[src/sv/irg_pkg.sv]
// Shared types, constants and helper functions of the ISAAC random generator.
`timescale 1ns / 1ps
`default_nettype none
package irg_pkg;

	typedef logic [31:0] word_t;
	typedef logic [1:0]  op_t;

	localparam op_t OP_SEED_LOAD = 2'd0;
	localparam op_t OP_SCRAMBLE  = 2'd1;
	localparam op_t OP_GENERATE  = 2'd2;

	// stream item layout
	localparam int S_TDATA_W = 48;
	localparam int M_TDATA_W = 32;

	// mixer starting words
	localparam word_t MIX_IV [8] = '{
		32'h1367df5a, 32'h95d90059, 32'hc3163e4b, 32'h0f421ad8,
		32'hd92a4a78, 32'ha51a3c49, 32'hc4efea1b, 32'h30609119
	};

	// accumulator shift amounts of the generator step
	localparam int ACC_SHL_0 = 13;
	localparam int ACC_SHR_1 = 6;
	localparam int ACC_SHL_2 = 2;
	localparam int ACC_SHR_3 = 16;

	// mixer control, one command per cycle
	typedef struct packed {
		logic       init;   // load the starting words
		logic       acc;    // add the read word into lane 0, rotate
		logic       mix;    // one line of the eight-line mix, rotate
		logic       rot;    // plain rotate (store sweep)
		logic [2:0] line;   // mix line number
	} irg_mix_ctl_t;

	// shift of the second lane for each mix line
	function automatic word_t mix_shift(input word_t val, input logic [2:0] line);
		word_t r;
		unique case (line)
			3'd0: r = val << 11;
			3'd1: r = val >> 2;
			3'd2: r = val << 8;
			3'd3: r = val >> 16;
			3'd4: r = val << 10;
			3'd5: r = val >> 4;
			3'd6: r = val << 8;
			3'd7: r = val >> 9;
			default: r = val;
		endcase
		return r;
	endfunction

	// accumulator shift of the generator step, chosen by the low position bits
	function automatic word_t acc_shift(input word_t a, input logic [1:0] sel);
		word_t r;
		unique case (sel)
			2'd0: r = a << ACC_SHL_0;
			2'd1: r = a >> ACC_SHR_1;
			2'd2: r = a << ACC_SHL_2;
			2'd3: r = a >> ACC_SHR_3;
			default: r = a;
		endcase
		return r;
	endfunction

endpackage
`default_nettype wire

[src/sv/irg_mixer.sv]
// Eight-lane seed mixer: lanes rotate by one each command so all work sits on lane 0..3.
`timescale 1ns / 1ps
`default_nettype none
module irg_mixer (
	input  wire logic                  clk,
	input  wire irg_pkg::irg_mix_ctl_t ctl,
	input  wire irg_pkg::word_t        rdata,
	output irg_pkg::word_t             lane0
);
	import irg_pkg::*;

	word_t v_q [8];
	word_t src [8];
	word_t nxt [8];
	word_t w0;

	always_comb begin
		w0 = v_q[0] ^ mix_shift(v_q[1], ctl.line);
		for (int j = 0; j < 8; j++) begin
			src[j] = v_q[j];
		end
		if (ctl.mix) begin
			src[0] = w0;
			src[3] = v_q[3] + w0;
			src[1] = v_q[1] + v_q[2];
		end else if (ctl.acc) begin
			src[0] = v_q[0] + rdata;
		end
		// rotate left by one lane; eight rotations bring lanes home
		for (int j = 0; j < 7; j++) begin
			nxt[j] = src[j+1];
		end
		nxt[7] = src[0];
	end

	always_ff @(posedge clk) begin
		if (ctl.init) begin
			for (int j = 0; j < 8; j++) begin
				v_q[j] <= MIX_IV[j];
			end
		end else if (ctl.mix || ctl.acc || ctl.rot) begin
			for (int j = 0; j < 8; j++) begin
				v_q[j] <= nxt[j];
			end
		end
	end

	assign lane0 = v_q[0];
endmodule
`default_nettype wire

[config.mk]
export PLATFORM = sky130hd
export DESIGN_NAME = irg_mixer
export DESIGN_NICKNAME = d
export VERILOG_FILES = /design/src/sv/irg_pkg.sv /design/src/sv/irg_mixer.sv
export SDC_FILE = /design/constraint.sdc
export NUM_CORES = 1
export LEC_CHECK = 0
export BUFFER_PORTS_ARGS = -buffer_cell sky130_fd_sc_hd__buf_2
export CORE_AREA = 4 4 210 130
export DETAILED_ROUTE_END_ITERATION = 16
export DIE_AREA = 0 0 214 134
export GPL_TIMING_DRIVEN = 0
export PLACE_DENSITY = 0.86
export SYNTH_ARGS = -nofsm -noshare
export SYNTH_HDL_FRONTEND = slang
export SYNTH_SLANG_ARGS = --single-unit
[constraint.sdc]
create_clock -name clk -period 22.9 [get_ports clk]
set_clock_uncertainty 0.15 [all_clocks]
set_input_delay 2.29 -clock clk [delete_from_list [all_inputs] [get_ports clk]]
set_output_delay 2.29 -clock clk [all_outputs]
set_load 0.005 [all_outputs]
# Word level (Yosys, flattened, before mapping)
# Memories as Yosys holds them, arrays and structs flattened.
# Index checks and enable logic that the tools add are counted.
# classes
add_sub_neg	3
n_eq_ne	7
muxes	18
bitwise	9
reduce_logical	4
# ops
operator	n
32-bit two-way mux	12
32-bit case mux with 7 select lines	1
32-bit adder	3
32-bit XOR	1
3-bit equality test (second input constant)	4
1-bit bitwise OR	8
3-bit by 2-bit equality test with 1-bit output (second input constant)	2
1-bit two-way mux	5
3-bit by 1-bit equality test with 1-bit output (second input constant)	1
3-bit zero test	1
1-bit logical OR	2
2-bit OR reduction	1
# word_totals
regBits	0
ramBits	256
input_bits	40
output_inout_bits	32
elab_cells	42
memories	1
# memory_table
memory	words	word_bits	rd	rd_clocked_by_memory_dff	write_ports	line	text
v_q	8	32	8	0	8	irg_mixer.sv:12	word_t v_q [8];

# Logic depth before layout (Yosys ltp)
# depth
ltp_word	7
mapped_depth	18
mapped_depth_nobuf	16

# Worst setup path after synthesis
# OpenSTA, ideal clock, no wires.
# synth_path
path_type	input port to flip-flop
startpoint	input ctl[6] (netlist bit)
endpoint	memory v_q[0][0] (netlist bit), enable pin
setup_ns	0.663
arrival_time_ns	9.205
required_ns	22.087
setup_slack_ns	12.882
path_stages	4
n_path_buf	3
cell_sequence	clkbuf_1 clkbuf_1 clkbuf_1 nand2b_1
# synth_lines
item	line	text
start: declaration	irg_mixer.sv:6	input wire irg_pkg::irg_mix_ctl_t ctl,
end: declaration	irg_mixer.sv:12	

==> metrics.yaml <==
finish:
  top_regs: "v_q x256"
  post_route_cells_drive_above_1_share: 0.1021
  fin_cells: 2150
  area_delta_synth_final_pct: 9.525
  largest_register_ffs: 256
  num_antenna_cells: 0
  finish.utilization: 0.7432
  fin_nets: 1943
  nFillCells: 1713
  stdcell_area_sq_um: 18700
  top_register: "v_q"
die:
  io_pins: 72
  coreArea_sq_um: 25170
  rows: 45
  die_height_um: 134
  start_util: 0.6785
  die_area_sq_um: 28680
  die_w_um: 214
pwr:
  p_leak_nw: 7.524
  peakVddDrop_v: 0.00007038
  pwr-share-clk: 0.235
  p_int_mw: 1.090
  fin_total_pwr_mw: 1.757
  p_seq_frac: 0.377
  power.density_nw_per_um2: 93.94
  switching_share: 0.3799
  p_switching_mw: 0.6675
  combinationalPowerShare: 0.388
global_routing:
  grtUsageTotal: 0.4077
  grt_pass1_wl_um: 88660
  grt_start_max_net_pins: 63
  grt-ovfl-total: 0
  antenna_found_initial: 0
  grt_pass1_vias: 14409
synthesis:
  yosys.area.top_type_share: 0.4501
  synth_cells: 1706
  yosysMostFrequentCell: "edfxtp_1"
  ys_seq_elements: 256
  synth.avg_cell_area_sq_um: 10.01
  synth_common_cells: "edfxtp_1, a21oi_1, nand2_1"
  synth_area_leader_cell: "edfxtp_1"
  synth_edf_count: 256
  synthArstFlopShare: 0
  synth_area_sq_um: 17080
  ys.flop_type: "edfxtp_1"
  netlist_top_cells_area: "edfxtp_1, ha_1, a21oi_1"
  synth_cell_types: 75
  yosys_warnings: 0
  synth_nets: 1845
  ys_seq_area_frac: 0.4501
critical_path:
  cp_slowest_cell: "a211oi_1"
  critical_path_class: "in2reg"
  crit_path_end_kind: "flop"
  r2r_cells: 15
  start_kind: "input pin"
  cp_slowest_stage_delay_ns: 0.56
  worst_r2r_endpoint: "v_q[0][94]"
  r2r_start: "v_q[0][41]"
  required_ns: 23.03
  path_cells: "clkbuf_1 -> clkbuf_1 -> clkbuf_1 -> nand2_1 -> xnor2_1 -> ha_1 -> inv_1 -> fa_1 -> nor2b_1 -> o31a_1 -> o21ai_1 -> a211oi_1 -> a311oi_1 -> nor3b_2 -> a41oi_1 -> xor2_1 -> o21ai_1"
  path_common_cell: "clkbuf_1"
  cp.arrival_ns: 7.28
  crit_path_max_fanout: 10
  r2r_slack_ns: 17.86
clocking:
  cts_buffers: 24
  clock_latency_ns: 0.56
  cts_tree: "done"
  root_buffer: "clkbuf_16"
  ctsHtreeMaxLevel: 1
  cts-resized-gates: 0
  numClockSinks: 256
  clock_path_buffers: 3
  post_cts.repair.setup_buffers: 0
  cts_hold_buffers: 0
  clkTransAtPathRegs_ns: 0.07
sta:
  timing.hold.ws_ns: 0.3485
  fmax_ghz: 0.1398
  fin_crit_sh: 0.3124
  timing_hold_violations_final: 0
  period_minus_slack_ns: 7.155
  setup_tns_ns: 0
  final-max-slew-violation-count: 0
  layout_setup_ws_ns: 15.75
  tightestPinTransition_ns: 1.043
  finalSetupViolations: 0
  rsz0062_at_grt: "no"
  max-slew-margin-rel: 0.3047
outcome:
  status: "finished, final reports clean"
routing:
  vias: 15433
  detail_route.first_pass.iterations: 9
  wirelength_um: 60010
  dr.first_iter.drc_count: 2936
  detail-route-antenna-nets: 0
  routedWlPerCell_um: 27.91
  vias_per_cell: 7.178
  drc_errors: 0
place:
  preCtsSetupSlack_ns: 15.58
  numPortBuffers: 68
  gp_congestion: 1.029
  place_area_sq_um: 17930
  dpl.cell_count: 2107
  hpwl_um: 44840
worst_hold_path:
  whs_path_depth: 1
  min_from: "v_q[1][111]"
  holdPathEnd: "v_q[1][79]"
  hp-class: "reg2reg"
flow_run:
  drv_cap: 0
-- worst max-delay path, delay by kind of cell --
| family | cells | cell delay [ns] |
|---|---|---|
| AND/OR/NAND/NOR | 3 | 0.88 |
| adder cells (fa/ha/maj) | 2 | 0.70 |
| buffers and inverters | 4 | 1.41 |
| AO/OA/AOI/OAI | 6 | 1.51 |
| XOR/XNOR | 2 | 0.48 |
-- final cells by class --
cell class / count / area, sq um / share of cell area
tap: 329 / 411.6 / 0.02201
timing repair buffer: 72 / 435.4 / 0.02328
clock inverter: 15 / 135.1 / 0.007225
sequential: 256 / 7687 / 0.4110
inverter: 38 / 142.6 / 0.007626
buffer: 126 / 598.1 / 0.03198
multi-input combinational: 1286 / 8657 / 0.4628
clock buffer: 28 / 636.9 / 0.03405
-- cells in the final DEF, fill, tap and decap left out, drive strengths merged, types with 16 or more instances in the layout --
master	count
edfxtp	256
a21oi	153
nand2	124
buf	119
nor2	116
clkbuf	107
o21ai	107
ha	96
and2	74
or3	65
a21o	65
xnor2	60
xor2	38
a211oi	38
inv	38
nor2b	31
mux2i	30
nand3	27
nor3	26
or2	21
nand2b	21
o21a	17
a31oi	16
-- cell families after synthesis --
kind of cell,after synthesis,share of synthesized area
and+or+nand+nor,547,0.1632
AOI/OAI and AO/OA,501,0.1871
xor gates and xnor gates,98,0.05026
adders and majority gates,99,0.07385
muxes,41,0.03209
DFF,256,0.4501
buffers and inverters,164,0.04337
-- power by group through the flow --
stage / logic (mW) / registers (mW) / clock network, mW
after floorplan: 0.482 / 0.631 / 0
final: 0.682 / 0.663 / 0.412
after global placement: 0.623 / 0.669 / 0
after global routing: 0.727 / 0.664 / 0.429
after detailed placement: 0.644 / 0.665 / 0
after CTS: 0.652 / 0.657 / 0.406
-- routing by layer --
metal  routed length (um)  track usage  up-vias
met5                    0            0        -
met4                 2949       0.1418        0
met3                10860       0.1689      283
met2                23750       0.5691     1412
met1                22450       0.5769     7246
li1                     -            -     6492
-- worst max path at each step --
| stage | depth (start not counted) | endpoint | startpoint |
|---|---|---|---|
| after CTS | 17 | v_q[0][94] | ctl[0] |
| after detailed placement | 18 | v_q[0][94] | ctl[1] |
| final | 17 | v_q[0][94] | ctl[0] |
| after global placement | 4 | v_q[0][34] | ctl[6] |
| after floorplan | 4 | v_q[0][0] | ctl[6] |
| after global routing | 17 | v_q[0][94] | ctl[0] |
Power figures use the tool's default switching activity.
